<file path="config.mk">
export PLATFORM = sky130hd
export DESIGN_NAME = priority_led_action_blinker_top
export DESIGN_NICKNAME = d
export VERILOG_FILES = /design/src/rtl/plab_pkg.sv /design/src/rtl/plab_datapath.sv /design/src/rtl/plab_ctrl.sv /design/src/rtl/priority_led_action_blinker_top.sv
export VERILOG_INCLUDE_DIRS = /design/src /design/src/rtl
export SDC_FILE = /design/constraint.sdc
export NUM_CORES = 1
export LEC_CHECK = 0
export CORE_UTILIZATION = 30
export CTS_CLUSTER_SIZE = 30
export DETAILED_ROUTE_END_ITERATION = 16
export DONT_BUFFER_PORTS = 1
export GPL_ROUTABILITY_DRIVEN = 0
export GPL_TIMING_DRIVEN = 0
export HOLD_SLACK_MARGIN = 0.08
export PLACE_DENSITY_LB_ADDON = 0.08
export SLEW_MARGIN = 20
export SYNTH_ARGS = -nofsm -noshare
export SYNTH_HDL_FRONTEND = slang
export SYNTH_HIERARCHICAL = 1
export SYNTH_SLANG_ARGS = --single-unit
</file>
<file path="constraint.sdc">
create_clock -name aclk -period 6.1 [get_ports aclk]
set_input_delay 0.305 -clock aclk [delete_from_list [all_inputs] [get_ports aclk]]
set_output_delay 0.305 -clock aclk [all_outputs]
set_load 0.02 [all_outputs]
</file>
<file path="src/rtl/priority_led_action_blinker_top_assert.svh">
// assertion macros for the priority led action blinker
`ifndef PRIORITY_LED_ACTION_BLINKER_TOP_ASSERT_SVH
`define PRIORITY_LED_ACTION_BLINKER_TOP_ASSERT_SVH

// same-cycle implication, sampled on aclk, off during reset
`define PLAB_ASSERT_IMPL(lbl, ante, cons) \
    lbl: assert property (@(posedge aclk) disable iff (!aresetn) (ante) |-> (cons)) \
        else $error("plab assertion failed");

// next-cycle implication, sampled on aclk, off during reset
`define PLAB_ASSERT_NEXT(lbl, ante, cons) \
    lbl: assert property (@(posedge aclk) disable iff (!aresetn) (ante) |=> (cons)) \
        else $error("plab assertion failed");

`endif

</file>
<file path="src/rtl/plab_pkg.sv">
// shared types and constants for the priority led action blinker
`default_nettype none

package plab_pkg;

    // default sizes
    localparam int NUM_LEDS_DEF   = 8;
    localparam int NUM_LAYERS_DEF = 4;

    // port field widths
    localparam int PIN_W   = 8;
    localparam int CODE_W  = 3;
    localparam int TIMES_W = 2;
    localparam int DUR_W   = 2;
    localparam int PRIO_W  = 2;
    localparam int ENTRY_W = CODE_W + TIMES_W + DUR_W;
    localparam int CNT_W   = 8;

    // action codes, codes five to seven act as hold
    localparam logic [CODE_W-1:0] CODE_NONE  = 3'd0;
    localparam logic [CODE_W-1:0] CODE_OFF   = 3'd1;
    localparam logic [CODE_W-1:0] CODE_ON    = 3'd2;
    localparam logic [CODE_W-1:0] CODE_REV   = 3'd3;
    localparam logic [CODE_W-1:0] CODE_BLINK = 3'd4;

    // blink counter fields
    localparam logic [CNT_W-1:0] CNT_TIMES_MASK = 8'h03;
    localparam logic [CNT_W-1:0] CNT_LO_MASK    = 8'h0F;
    localparam logic [CNT_W-1:0] CNT_HI_MASK    = 8'hF0;
    localparam logic [CNT_W-1:0] CNT_ONE_BLINK  = 8'h10;

    typedef enum logic [1:0] {
        OP_APPLY      = 2'd0,
        OP_TICK       = 2'd1,
        OP_SAVE_ENTER = 2'd2,
        OP_SAVE_EXIT  = 2'd3
    } op_t;

    typedef enum logic [2:0] {
        ST_IDLE,
        ST_DECODE,
        ST_APPLY,
        ST_APPLY_REF,
        ST_TICK,
        ST_TICK_REF,
        ST_FINISH
    } state_t;

    // controller to datapath
    typedef struct packed {
        logic capture;
        logic apply_write;
        logic refresh;
        logic tick_step;
        logic idx_inc;
        logic load_result;
    } dp_cmd_t;

    // datapath to controller
    typedef struct packed {
        op_t  op;
        logic apply_hit;
        logic expire;
        logic last;
    } dp_stat_t;

endpackage

`default_nettype wire

</file>
<file path="src/rtl/plab_datapath.sv">
// led action layers, blink counters, led and pin state, result register
`default_nettype none

module plab_datapath #(
    parameter int NUM_LEDS   = plab_pkg::NUM_LEDS_DEF,
    parameter int NUM_LAYERS = plab_pkg::NUM_LAYERS_DEF
) (
    input  wire logic                         aclk,
    input  wire logic                         aresetn,
    input  wire logic                         cfg_we,
    input  wire logic [plab_pkg::PIN_W-1:0]   cfg_data,
    input  wire logic [1:0]                   in_opcode,
    input  wire logic [plab_pkg::PIN_W-1:0]   in_led_select,
    input  wire logic [plab_pkg::CODE_W-1:0]  in_action_code,
    input  wire logic [plab_pkg::TIMES_W-1:0] in_blink_times,
    input  wire logic [plab_pkg::DUR_W-1:0]   in_blink_duration,
    input  wire logic [plab_pkg::PRIO_W-1:0]  in_priority_req,
    input  wire plab_pkg::dp_cmd_t            cmd,
    output plab_pkg::dp_stat_t                stat,
    output logic [plab_pkg::PIN_W-1:0]        res_pin_levels,
    output logic [plab_pkg::PIN_W-1:0]        res_led_states,
    output logic                              res_pins_written,
    output logic                              res_wake_request
);
    import plab_pkg::*;

    localparam int LED_W   = (NUM_LEDS > 1) ? $clog2(NUM_LEDS) : 1;
    localparam int LAYER_W = (NUM_LAYERS > 1) ? $clog2(NUM_LAYERS) : 1;

    // storage
    logic [ENTRY_W-1:0]  layers_reg   [NUM_LEDS][NUM_LAYERS];
    logic [ENTRY_W-1:0]  layers_next  [NUM_LEDS][NUM_LAYERS];
    logic [CNT_W-1:0]    counters_reg [NUM_LEDS];
    logic [CNT_W-1:0]    counters_next[NUM_LEDS];
    logic [NUM_LEDS-1:0] led_reg, led_next;
    logic [NUM_LEDS-1:0] driven_reg, driven_next;
    logic                saving_reg, saving_next;
    logic [NUM_LEDS-1:0] cfg_mask_reg;
    logic [LED_W-1:0]    idx_reg, idx_next;
    logic                change_reg, change_next;

    // captured item
    op_t                 op_reg;
    logic [NUM_LEDS-1:0] mask_reg;
    logic [CODE_W-1:0]   code_reg;
    logic [TIMES_W-1:0]  times_reg;
    logic [DUR_W-1:0]    dur_reg;
    logic [PRIO_W-1:0]   prio_reg;

    // result register
    logic [NUM_LEDS-1:0] res_pins_reg, res_leds_reg;
    logic                res_written_reg, res_wake_reg;
    logic                written_next, wake_next;

    // per led top layer and its code
    logic [LAYER_W-1:0]  top_idx [NUM_LEDS];
    logic [CODE_W-1:0]   top_code[NUM_LEDS];

    // tick step terms for the current led
    logic [ENTRY_W-1:0]  t_entry;
    logic [TIMES_W-1:0]  t_times;
    logic [DUR_W-1:0]    t_dur;
    logic [CNT_W-1:0]    t_cnt;
    logic [CNT_W-1:0]    t_reload;
    logic [CNT_W-1:0]    t_cnt_new;
    logic                t_blink;
    logic                t_expire;
    logic                t_phase_end;
    logic                apply_hit;
    logic [ENTRY_W-1:0]  new_entry;

    function automatic logic [NUM_LEDS-1:0] pins_for(input logic [NUM_LEDS-1:0] v,
                                                     input logic [NUM_LEDS-1:0] pol);
        return ~(v ^ pol);
    endfunction

    // highest layer holding an action
    always_comb begin
        for (int j = 0; j < NUM_LEDS; j++) begin
            top_idx[j] = '0;
            for (int k = 0; k < NUM_LAYERS; k++) begin
                if (layers_reg[j][k][CODE_W-1:0] != CODE_NONE) begin
                    top_idx[j] = LAYER_W'(k);
                end
            end
            top_code[j] = layers_reg[j][top_idx[j]][CODE_W-1:0];
        end
    end

    // blink step for the led under the walk index
    always_comb begin
        t_entry     = layers_reg[idx_reg][top_idx[idx_reg]];
        t_times     = t_entry[CODE_W +: TIMES_W];
        t_dur       = t_entry[CODE_W+TIMES_W +: DUR_W];
        t_cnt       = counters_reg[idx_reg];
        t_blink     = (t_entry[CODE_W-1:0] == CODE_BLINK);
        t_expire    = t_blink && (t_times != '0)
                      && ((t_cnt >> 4) >= (CNT_W'(t_times) & CNT_TIMES_MASK));
        t_phase_end = ((t_cnt & CNT_LO_MASK) == '0);
        t_reload    = (t_cnt & CNT_HI_MASK) + CNT_W'(t_dur);
        if ((t_times != '0) && led_reg[idx_reg]) begin
            t_reload = t_reload + CNT_ONE_BLINK;
        end
        t_cnt_new   = (t_phase_end ? t_reload : t_cnt) - CNT_W'(1);
    end

    assign apply_hit = (int'(prio_reg) < NUM_LAYERS) && (mask_reg != '0);
    assign new_entry = {dur_reg, times_reg, code_reg};

    // next state of layers, counters, leds and walk
    always_comb begin
        layers_next   = layers_reg;
        counters_next = counters_reg;
        led_next      = led_reg;
        idx_next      = idx_reg;
        change_next   = change_reg;

        if (cmd.capture) begin
            idx_next    = '0;
            change_next = 1'b0;
        end

        // write the entry into one layer of every selected led
        if (cmd.apply_write && apply_hit) begin
            for (int j = 0; j < NUM_LEDS; j++) begin
                if (mask_reg[j]) begin
                    counters_next[j] = '0;
                    for (int k = 0; k < NUM_LAYERS; k++) begin
                        if (int'(prio_reg) == k) begin
                            layers_next[j][k] = new_entry;
                        end
                    end
                end
            end
        end

        // refresh every led from its top action
        if (cmd.refresh) begin
            for (int j = 0; j < NUM_LEDS; j++) begin
                case (top_code[j])
                    CODE_NONE, CODE_OFF: led_next[j] = 1'b0;
                    CODE_ON:             led_next[j] = 1'b1;
                    CODE_REV:            led_next[j] = ~led_reg[j];
                    default:             led_next[j] = led_reg[j];
                endcase
            end
        end

        // one blink step
        if (cmd.tick_step && t_blink) begin
            if (t_expire) begin
                layers_next[idx_reg][top_idx[idx_reg]] = '0;
                counters_next[idx_reg] = '0;
                change_next = 1'b1;
            end else begin
                counters_next[idx_reg] = t_cnt_new;
                if (t_phase_end) begin
                    led_next[idx_reg] = ~led_reg[idx_reg];
                    change_next = 1'b1;
                end
            end
        end

        if (cmd.idx_inc) begin
            idx_next = idx_reg + LED_W'(1);
        end
    end

    // pins, power save and result flags at the end of an item
    always_comb begin
        driven_next  = driven_reg;
        saving_next  = saving_reg;
        written_next = 1'b0;
        wake_next    = 1'b0;
        case (op_reg)
            OP_APPLY: begin
                if (apply_hit) begin
                    driven_next  = pins_for(led_reg, cfg_mask_reg);
                    written_next = 1'b1;
                    wake_next    = 1'b1;
                end
            end
            OP_TICK: begin
                if (change_reg && !saving_reg) begin
                    driven_next  = pins_for(led_reg, cfg_mask_reg);
                    written_next = 1'b1;
                end
            end
            OP_SAVE_ENTER: begin
                driven_next  = pins_for('0, cfg_mask_reg);
                saving_next  = 1'b1;
                written_next = 1'b1;
            end
            OP_SAVE_EXIT: begin
                driven_next  = pins_for(led_reg, cfg_mask_reg);
                saving_next  = 1'b0;
                written_next = 1'b1;
            end
            default: begin
                written_next = 1'b0;
            end
        endcase
    end

    // state registers
    always_ff @(posedge aclk) begin
        if (!aresetn) begin
            for (int j = 0; j < NUM_LEDS; j++) begin
                counters_reg[j] <= '0;
                for (int k = 0; k < NUM_LAYERS; k++) begin
                    layers_reg[j][k] <= '0;
                end
            end
            led_reg      <= '0;
            driven_reg   <= '0;
            saving_reg   <= 1'b0;
            cfg_mask_reg <= '1;
            idx_reg      <= '0;
            change_reg   <= 1'b0;
        end else begin
            layers_reg   <= layers_next;
            counters_reg <= counters_next;
            led_reg      <= led_next;
            idx_reg      <= idx_next;
            change_reg   <= change_next;
            if (cmd.load_result) begin
                driven_reg <= driven_next;
                saving_reg <= saving_next;
            end
            if (cfg_we) begin
                cfg_mask_reg <= cfg_data[NUM_LEDS-1:0];
            end
        end
    end

    // item capture
    always_ff @(posedge aclk) begin
        if (cmd.capture) begin
            op_reg    <= op_t'(in_opcode);
            mask_reg  <= in_led_select[NUM_LEDS-1:0];
            code_reg  <= in_action_code;
            times_reg <= in_blink_times;
            dur_reg   <= in_blink_duration;
            prio_reg  <= in_priority_req;
        end
    end

    // result register
    always_ff @(posedge aclk) begin
        if (cmd.load_result) begin
            res_pins_reg    <= driven_next;
            res_leds_reg    <= led_reg;
            res_written_reg <= written_next;
            res_wake_reg    <= wake_next;
        end
    end

    assign stat.op        = op_reg;
    assign stat.apply_hit = apply_hit;
    assign stat.expire    = t_expire;
    assign stat.last      = (idx_reg == LED_W'(NUM_LEDS - 1));

    assign res_pin_levels   = PIN_W'(res_pins_reg);
    assign res_led_states   = PIN_W'(res_leds_reg);
    assign res_pins_written = res_written_reg;
    assign res_wake_request = res_wake_reg;

endmodule

`default_nettype wire

</file>
<file path="src/rtl/plab_ctrl.sv">
// controller: item sequencing, led walk control and result handshake
`default_nettype none

module plab_ctrl (
    input  wire logic               aclk,
    input  wire logic               aresetn,
    input  wire logic               s_valid,
    output logic                    s_ready,
    output logic                    m_valid,
    input  wire logic               m_ready,
    output plab_pkg::dp_cmd_t       cmd,
    input  wire plab_pkg::dp_stat_t stat
);
    import plab_pkg::*;

    state_t state_reg, state_next;
    logic   m_valid_reg, m_valid_next;

    // state and output valid registers
    always_ff @(posedge aclk) begin
        if (!aresetn) begin
            state_reg   <= ST_IDLE;
            m_valid_reg <= 1'b0;
        end else begin
            state_reg   <= state_next;
            m_valid_reg <= m_valid_next;
        end
    end

    // next state and commands
    always_comb begin
        state_next   = state_reg;
        cmd          = '0;
        s_ready      = 1'b0;
        m_valid_next = m_valid_reg && !m_ready;
        case (state_reg)
            ST_IDLE: begin
                s_ready     = 1'b1;
                cmd.capture = s_valid;
                if (s_valid) begin
                    state_next = ST_DECODE;
                end
            end
            ST_DECODE: begin
                case (stat.op)
                    OP_APPLY: state_next = ST_APPLY;
                    OP_TICK:  state_next = ST_TICK;
                    default:  state_next = ST_FINISH;
                endcase
            end
            ST_APPLY: begin
                cmd.apply_write = 1'b1;
                state_next = stat.apply_hit ? ST_APPLY_REF : ST_FINISH;
            end
            ST_APPLY_REF: begin
                cmd.refresh = 1'b1;
                state_next  = ST_FINISH;
            end
            ST_TICK: begin
                cmd.tick_step = 1'b1;
                if (stat.expire) begin
                    state_next = ST_TICK_REF;
                end else if (stat.last) begin
                    state_next = ST_FINISH;
                end else begin
                    cmd.idx_inc = 1'b1;
                end
            end
            ST_TICK_REF: begin
                // expired blink: re-evaluate every led, then go on walking
                cmd.refresh = 1'b1;
                if (stat.last) begin
                    state_next = ST_FINISH;
                end else begin
                    cmd.idx_inc = 1'b1;
                    state_next  = ST_TICK;
                end
            end
            ST_FINISH: begin
                if (!m_valid_reg || m_ready) begin
                    cmd.load_result = 1'b1;
                    m_valid_next    = 1'b1;
                    state_next      = ST_IDLE;
                end
            end
            default: begin
                state_next = ST_IDLE;
            end
        endcase
    end

    assign m_valid = m_valid_reg;

endmodule

`default_nettype wire

</file>
<file path="src/rtl/priority_led_action_blinker_top.sv">
// top level of the priority led action blinker
//
//  channel  direction  handshake              payload
//  s_       in         s_valid / s_ready      opcode, led select, action fields, priority
//  m_       out        m_valid / m_ready      pin levels, led states, written, wake
//  cfg_     in         cfg_valid / cfg_ready  cfg_data (active_high_mask)
//
// power save items go from decode to finish; apply items pass an apply step and,
// on a hit, a refresh; ticks walk every led, plus one refresh per expiring blink.
// one item is in work at a time; the result register holds a finished result
// while the next item is taken.
// synchronous active-low reset clears all layers, counters and led state.
// a stalled m_ready holds the finished item in its last step; cfg_ready is always high.
`default_nettype none

module priority_led_action_blinker_top #(
    parameter int NUM_LEDS   = plab_pkg::NUM_LEDS_DEF,
    parameter int NUM_LAYERS = plab_pkg::NUM_LAYERS_DEF
) (
    input  wire logic                         aclk,
    input  wire logic                         aresetn,
    input  wire logic                         cfg_valid,
    output logic                              cfg_ready,
    input  wire logic [plab_pkg::PIN_W-1:0]   cfg_data,
    input  wire logic                         s_valid,
    output logic                              s_ready,
    input  wire logic [1:0]                   s_opcode,
    input  wire logic [plab_pkg::PIN_W-1:0]   s_led_select,
    input  wire logic [plab_pkg::CODE_W-1:0]  s_action_code,
    input  wire logic [plab_pkg::TIMES_W-1:0] s_blink_times,
    input  wire logic [plab_pkg::DUR_W-1:0]   s_blink_duration,
    input  wire logic [plab_pkg::PRIO_W-1:0]  s_priority_req,
    output logic                              m_valid,
    input  wire logic                         m_ready,
    output logic [plab_pkg::PIN_W-1:0]        m_pin_levels,
    output logic [plab_pkg::PIN_W-1:0]        m_led_states,
    output logic                              m_pins_written,
    output logic                              m_wake_request
);
    import plab_pkg::*;

`include "priority_led_action_blinker_top_assert.svh"

    dp_cmd_t  cmd;
    dp_stat_t stat;

    assign cfg_ready = 1'b1;

    plab_ctrl u_ctrl (
        .aclk    (aclk),
        .aresetn (aresetn),
        .s_valid (s_valid),
        .s_ready (s_ready),
        .m_valid (m_valid),
        .m_ready (m_ready),
        .cmd     (cmd),
        .stat    (stat)
    );

    plab_datapath #(
        .NUM_LEDS   (NUM_LEDS),
        .NUM_LAYERS (NUM_LAYERS)
    ) u_datapath (
        .aclk              (aclk),
        .aresetn           (aresetn),
        .cfg_we            (cfg_valid && cfg_ready),
        .cfg_data          (cfg_data),
        .in_opcode         (s_opcode),
        .in_led_select     (s_led_select),
        .in_action_code    (s_action_code),
        .in_blink_times    (s_blink_times),
        .in_blink_duration (s_blink_duration),
        .in_priority_req   (s_priority_req),
        .cmd               (cmd),
        .stat              (stat),
        .res_pin_levels    (m_pin_levels),
        .res_led_states    (m_led_states),
        .res_pins_written  (m_pins_written),
        .res_wake_request  (m_wake_request)
    );

    // one item at a time: no second input transfer right after one
    `PLAB_ASSERT_NEXT(a_one_item_in_work, s_valid && s_ready, !s_ready)
    // a wake request only comes with a pin update
    `PLAB_ASSERT_IMPL(a_wake_with_pins, m_valid, !m_wake_request || m_pins_written)
    // nothing reported above the last led
    `PLAB_ASSERT_IMPL(a_unused_bits_zero, m_valid,
                      ((m_pin_levels >> NUM_LEDS) == '0) && ((m_led_states >> NUM_LEDS) == '0))

endmodule

`default_nettype wire

</file>
==> impl_metrics.tcl, run 1 <==
set metrics [dict create \
    drive_above_1_share 0.1055 \
    power_frac_seq 0.429 \
    largest_register_ffs 224 \
    drt-met1-wl_mm 34.43 \
    synth-seq-area-share 0.4371 \
    multi_input_area_sq_mm 0.009095 \
    dieArea_sq_mm 0.05844 \
    fin_crit_ns 5.748 \
    finalCritPeriodShare 0.9424 \
    place_ws_ns 0.4753 \
    postSynthNetCount 2112 \
    synth_top_area_share 0.3727 \
    crit_fanout 10 \
    final-hold-violation-count 0 \
    drc 0 \
    die-width_microns 241.8 \
    combPwrFrac 0.136 \
    cts.sinks 358 \
    grt_pass1_vias 15620 \
    rows 87 \
    synth_compound_area_frac 0.2201 \
    tns_ns 0 \
    synth-xor-area-share 0.005442 \
    clk_latency_ns 0.59 \
    ys.flop_type "dfxtp_1" \
    fp.coreArea_sq_mm 0.05660 \
    synth-simple-area-share 0.2204 \
    viasPerCell 5.664 \
    muxShareOfSynthArea 0.07575 \
    skew_ns 0.03325 \
    yosysMostFrequentCell "nand2_1" \
    p_clk_frac 0.435 \
    grt_usage 0.2730 \
    path_class "reg -> reg" \
    worst_hold_path_type "in -> reg" \
    syn_inst 2074 \
    path_cells "buf_6, buf_6, nor3b_2, o211ai_1, nand4_1, nor2_4, a211oi_1, a31oi_1, ha_1, nand2b_1, a2111oi_4, nor2_1, a22oi_4, nor2_1, buf_4, a211oi_1, nor3_1, a21oi_1, nor2_1" \
    cts_tree "built" \
    worstPathRequired_ns 6.55 \
    crit_path_start_kind "register" \
    yosys_warnings 6 \
    initial_core_util 0.3046 \
    synth_top_family_by_area "simple AND/OR/NAND/NOR gates" \
    outcome "completed" \
    setup_viol 0 \
    dp_hpwl_mm 60.86 \
    cp.arrival_ns 6.20 \
    synth_top_area_cell "dfxtp_1" \
    totalWireLength_mm 81.24 \
    ant_nets 0 \
    cts_resized 0 \
    worst_setup_path_end_kind "register" \
    cts_root_buf "clkbuf_16" \
    grt_start_max_net_pins 24 \
    wl_met3_mm 5.974 \
    synthTopCellsByCount "nand2_1 (481), dfxtp_1 (321), a21oi_1 (266)" \
    leakage_nw 6.507 \
    switching_share 0.2918 \
    nFillCells 6011 \
    yosys.area_share.adder 0.004354 \
    firstDrtPassIters 5 \
    antenna_found_initial 1 \
    synth_seq_cells 358 \
    finalNetCount 2189 \
    place.port_buffers 0 \
    switchingPower_mw 1.691 \
    slew_headroom 0.1727 \
    yosys-top-cells-area "dfxtp_1 (37%), nand2_1 (10%), a21oi_1 (7.7%)" \
    drv_cap 0 \
    drt_iter0_drc 1662 \
    internal_power_mw 4.106 \
    vdd_drop_max_uv 188.6 \
    synth_edf_count 37 \
    final_max_slew_viol_count 0 \
    grt_setup_unrepaired "no" \
    dpl.cell_count 2833 \
    grt_pass1_wl_mm 114.9 \
    slowest_delay_ns 0.88 \
    htree_levels 2 \
    cts_buffers 42 \
    cts.path.max_buffers 3 \
    postLayoutCoreUtil 0.3513 \
    syn_avg_cell_area_sq_um 8.314 \
    p_per_area_mw_per_mm2 291.6 \
    dr_wl_met2_mm 36.64 \
    crit_slowest_cell "nor3b_2" \
    synth_cell_types 91 \
    synth_area_sq_mm 0.01724 \
    layoutNonFillerInstCount 2937 \
    seqCellArea_sq_mm 0.007537 \
    num_io_pins 53 \
    grt_remaining_overflow 0 \
    worst_slack_ns 0.3516 \
    cts.clk_slew.worst_paths_ns 0.06 \
    vias 16630 \
    async_flop_share 0 \
    wl_per_cell_microns 27.66 \
    fmax_ghz 0.1740 \
    cpMostUsedCell "nor2_1" \
    worstMarginPinSlew_ns 1.241 \
    syn2layout_area_growth_pct 15.30 \
    die_h_microns 241.8 \
    top_layer "met4" \
]
## kinds of logic after synthesis
kind of cell | count (synthesis)
AND/OR/NAND/NOR | 853
AO/OA/AOI/OAI | 619
flip-flops | 358
buffers and inverters | 133
multiplexers | 95
XOR/XNOR | 9
adder cells (fa/ha/maj) | 6
other | 1
## layout make-up
class | instances | share of cell area
multi-input combinational | 1583 | 0.4574
sequential | 358 | 0.3791
clock buffer | 61 | 0.06154
tap | 756 | 0.04757
buffer | 107 | 0.02693
timing repair buffer | 33 | 0.01642
clock inverter | 12 | 0.005978
inverter | 26 | 0.004908
antenna | 1 | 0.0001259
## what timing repair did
item | 4_1_cts | 5_1_grt
setup buffers | 0 | 0
hold buffers | 30 | 0
endpoints found under the hold margin | 31 | 0
## power groups by stage
| stage | clock network, mW | logic [mW] | registers, mW |
|---|---|---|---|
| after floorplan | 0 | 0.462 | 2.50 |
| after global placement | 0 | 0.747 | 2.53 |
| after detailed placement | 0 | 0.755 | 2.53 |
| after CTS | 2.57 | 0.773 | 2.48 |
| after global routing | 2.68 | 0.831 | 2.49 |
| final | 2.52 | 0.791 | 2.48 |
## routing by layer
metal | vias to the layer above | track usage
met5 | - | 0
met4 | 0 | 0.1329
met3 | 177 | 0.05228
met2 | 704 | 0.4313
met1 | 8199 | 0.3561
li1 | 7554 | -
## critical path: cells and delay by family, from the launching register on
kind | cells | cell delay, ns
fa+ha+maj | 1 | 0.33
flops | 1 | 0.35
buf+inv | 3 | 0.52
simple gates | 8 | 2.00
compound gates | 7 | 2.39
## stage by stage
| step | power [mW] | hold WS, ns | instance area, sq um |
|---|---|---|---|
| after CTS | 5.829 | 0.1412 | 19880 |
| after detailed placement | 3.288 | 0.4039 | 18240 |
| final | 5.797 | 0.1772 | 19880 |
| after global placement | 3.281 | 0.4039 | 18190 |
| after global routing | 5.999 | 0.2421 | 19880 |
| after floorplan | 2.965 | 0.4039 | 17240 |
## placed cells by master (no fill, tap or decap), drive strengths merged, types with 7 or more instances in the layout
cell           n
a31oi          9
edfxtp        37
a211oi        21
nor2         140
mux2          18
o22ai         26
and3           7
a32oi          8
mux4          26
nand2b        31
a22oi         40
nor2b         16
o21a          24
mux2i         51
o211ai        11
dlygate4sd3   30
nor3          44
clkbuf       120
a21oi        266
a221oi        12
clkinv         7
nand2        487
or2            7
or3           20
dfxtp        321
nand3         51
and2          13
xnor2          8
inv           27
buf           51
o21ai        165
## path summary, 6_finish.rpt
| kind | from | endpoint | slack [ns] | cells past startpoint |
|---|---|---|---|---|
| max | u_datapath/idx_reg[2] | u_datapath/idx_reg[0] | 0.35 | 19 |
| min | m_ready | u_ctrl/m_valid | 0.18 | 3 |
| max reg2reg | u_datapath/idx_reg[2] | u_datapath/idx_reg[0] | 0.35 | 19 |
| min reg2reg | u_datapath/layers_reg[17] | u_datapath/layers_reg[17] | 0.45 | 2 |
Note: power is estimated with default switching activity, not from simulation.
==> run 2, diff against run 1 <==
Clock period 6.1 ns to 5.3 ns, I/O delays scaled along.
==> run 2 against run 1 <==
Setup slack got worse by 0.24 ns. Routed wire length about the same. Fmax increased by 11%. Largest power group unchanged. First-iteration DRC count decreased by 10%. Utilization increased by 0.19 points. Power increased by 16%. Sequential cell count unchanged. Die area unchanged. Sequential power increased by 15%. Sequential share of layout area decreased by 0.21 points. Critical path type unchanged. Count of clock-buffer cells in the layout unchanged.
==> impl_metrics.tcl, run 2 (synthesized netlist as in run 1, its figures left out) <==
set metrics [dict create \
    fin_crit_ns 5.190 \
    final-hold-violation-count 0 \
    dp_hpwl_mm 60.86 \
    clk_latency_ns 0.58 \
    final_common_cell "nand2_1" \
    cts.sinks 358 \
    fmax_ghz 0.1927 \
    ant_nets 0 \
    leakage_nw 6.546 \
    grt_pass1_wl_mm 114.9 \
    cts.clk_slew.worst_paths_ns 0.06 \
    grt_remaining_overflow 0 \
    worst_setup_path_end_kind "register" \
    vdd_drop_max_uv 216.9 \
    wl_per_cell_microns 27.66 \
    vias 16600 \
    largest_register_ffs 224 \
    cts_tree "built" \
    die_h_microns 241.8 \
    totalWireLength_mm 81.31 \
    grt_start_max_net_pins 24 \
    cts_root_buf "clkbuf_16" \
    htree_levels 2 \
    grt_pass1_vias 15620 \
    final_cell_mix "nand2_1 (481), dfxtp_1 (321), a21oi_1 (265)" \
    cp.buffers_inverters 3 \
    slowest_delay_ns 0.50 \
    antenna_cells 0 \
    final_max_slew_viol_count 0 \
    path_class "reg -> reg" \
    outcome "completed" \
    p_per_area_mw_per_mm2 335.1 \
    crit_fanout 10 \
    antenna_found_initial 1 \
    die-width_microns 241.8 \
    fp.coreArea_sq_mm 0.05660 \
    syn2layout_area_growth_pct 15.93 \
    drv_cap 0 \
    finalNetCount 2192 \
    grt_usage 0.2731 \
    worst_hold_path_type "in -> reg" \
    power_mw 6.699 \
    cts_buffers 42 \
    skew_ns 0.02964 \
    cp.arrival_ns 5.60 \
    postLayoutCoreUtil 0.3532 \
    critPathTopFamily "compound AO/OA/AOI/OAI gates" \
    firstDrtPassIters 6 \
    worstPathRequired_ns 5.71 \
    dpl.cell_count 2833 \
    layoutNonFillerInstCount 2939 \
    cts.path.max_buffers 3 \
    initial_core_util 0.3046 \
    place.port_buffers 0 \
    grt_setup_unrepaired "no" \
    crit_path_start_kind "register" \
    finalCritPeriodShare 0.9793 \
    dieArea_sq_mm 0.05844 \
    rows 87 \
    crit_slowest_cell "o22ai_1" \
    drt_iter0_drc 1494 \
    drc 0 \
    slew_headroom 0.1593 \
    num_io_pins 53 \
    drive_above_1_share 0.1113 \
    viasPerCell 5.647 \
    cpMostUsedCell "o22ai_1" \
    setup_viol 0 \
    worstMarginPinSlew_ns 1.261 \
    path_cells "buf_4, nand3b_2, o22ai_1, or4_1, buf_2, nand3_1, a31oi_1, ha_1, nand2b_1, a2111oi_4, nor2_1, a22oi_4, nand2b_2, or2_4, buf_6, o22ai_1, a21oi_1" \
]
run 2: path summary, 6_finish.rpt:
kind / cells past startpoint / from / slack [ns] / to
min reg2reg: 2 / u_datapath/counters_reg[22] / 0.45 / u_datapath/counters_reg[22]
max: 17 / u_datapath/idx_reg[0] / 0.11 / u_datapath/led_reg[5]
min: 3 / m_ready / 0.14 / u_ctrl/m_valid
max reg2reg: 17 / u_datapath/idx_reg[0] / 0.11 / u_datapath/led_reg[5]
run 2: layout make-up:
| type | count | area [sq um] |
|---|---|---|
| plain buffers | 106 | 533.0 |
| clock buffers | 61 | 1224 |
| clock inverters | 12 | 118.9 |
| fillers | 5994 | 36610 |
| inverters | 26 | 97.59 |
| multi-input cells | 1583 | 9181 |
| flip-flops and latches | 358 | 7537 |
| well taps | 756 | 945.9 |
| repair buffers | 37 | 354.1 |
run 2: per-stage QoR:
step                hold slack, ns  area, sq um  setup slack, ns  setup TNS, ns
CTS                         0.1012        19900        0.0004143              0
global route                0.2025        19990          0.01430              0
global placement            0.3639        18190          -0.2540        -0.8929
floorplan                   0.3639        17240            1.152              0
finish                      0.1367        19990           0.1097              0
detailed placement          0.3639        18240          -0.3247         -2.312
run 2: metal layers:
layer  track usage  vias up  part of all wire  routed length, microns
met1        0.3565     8160              0.43                   34670
met4        0.1305        2             0.050                    4051
met2        0.4331      726              0.45                   36750
met5             0        -           0.00015                      12
li1              -     7543                 -                       -
met3       0.05139      166             0.072                    5826
run 2: worst min-delay path: stages:
cell     delay, ns
and2b_1       0.28
a31oi_1       0.06
nor2_1        0.08
run 2: report_power, final:
group / internal [mW] / switching (mW) / leakage, nW
clock network: 1.69 / 1.21 / 0.660
registers: 2.79 / 0.0710 / 2.93
logic: 0.257 / 0.676 / 2.95
total: 4.74 / 1.96 / 6.55
run 2: what timing repair did:
action,4_1_cts,5_1_grt
buffers inserted,0,5
endpoints found under the setup margin,39,61
hold endpoints to repair,31,0
resized for setup,4,12
hold buffers,29,0
pin swaps,0,1
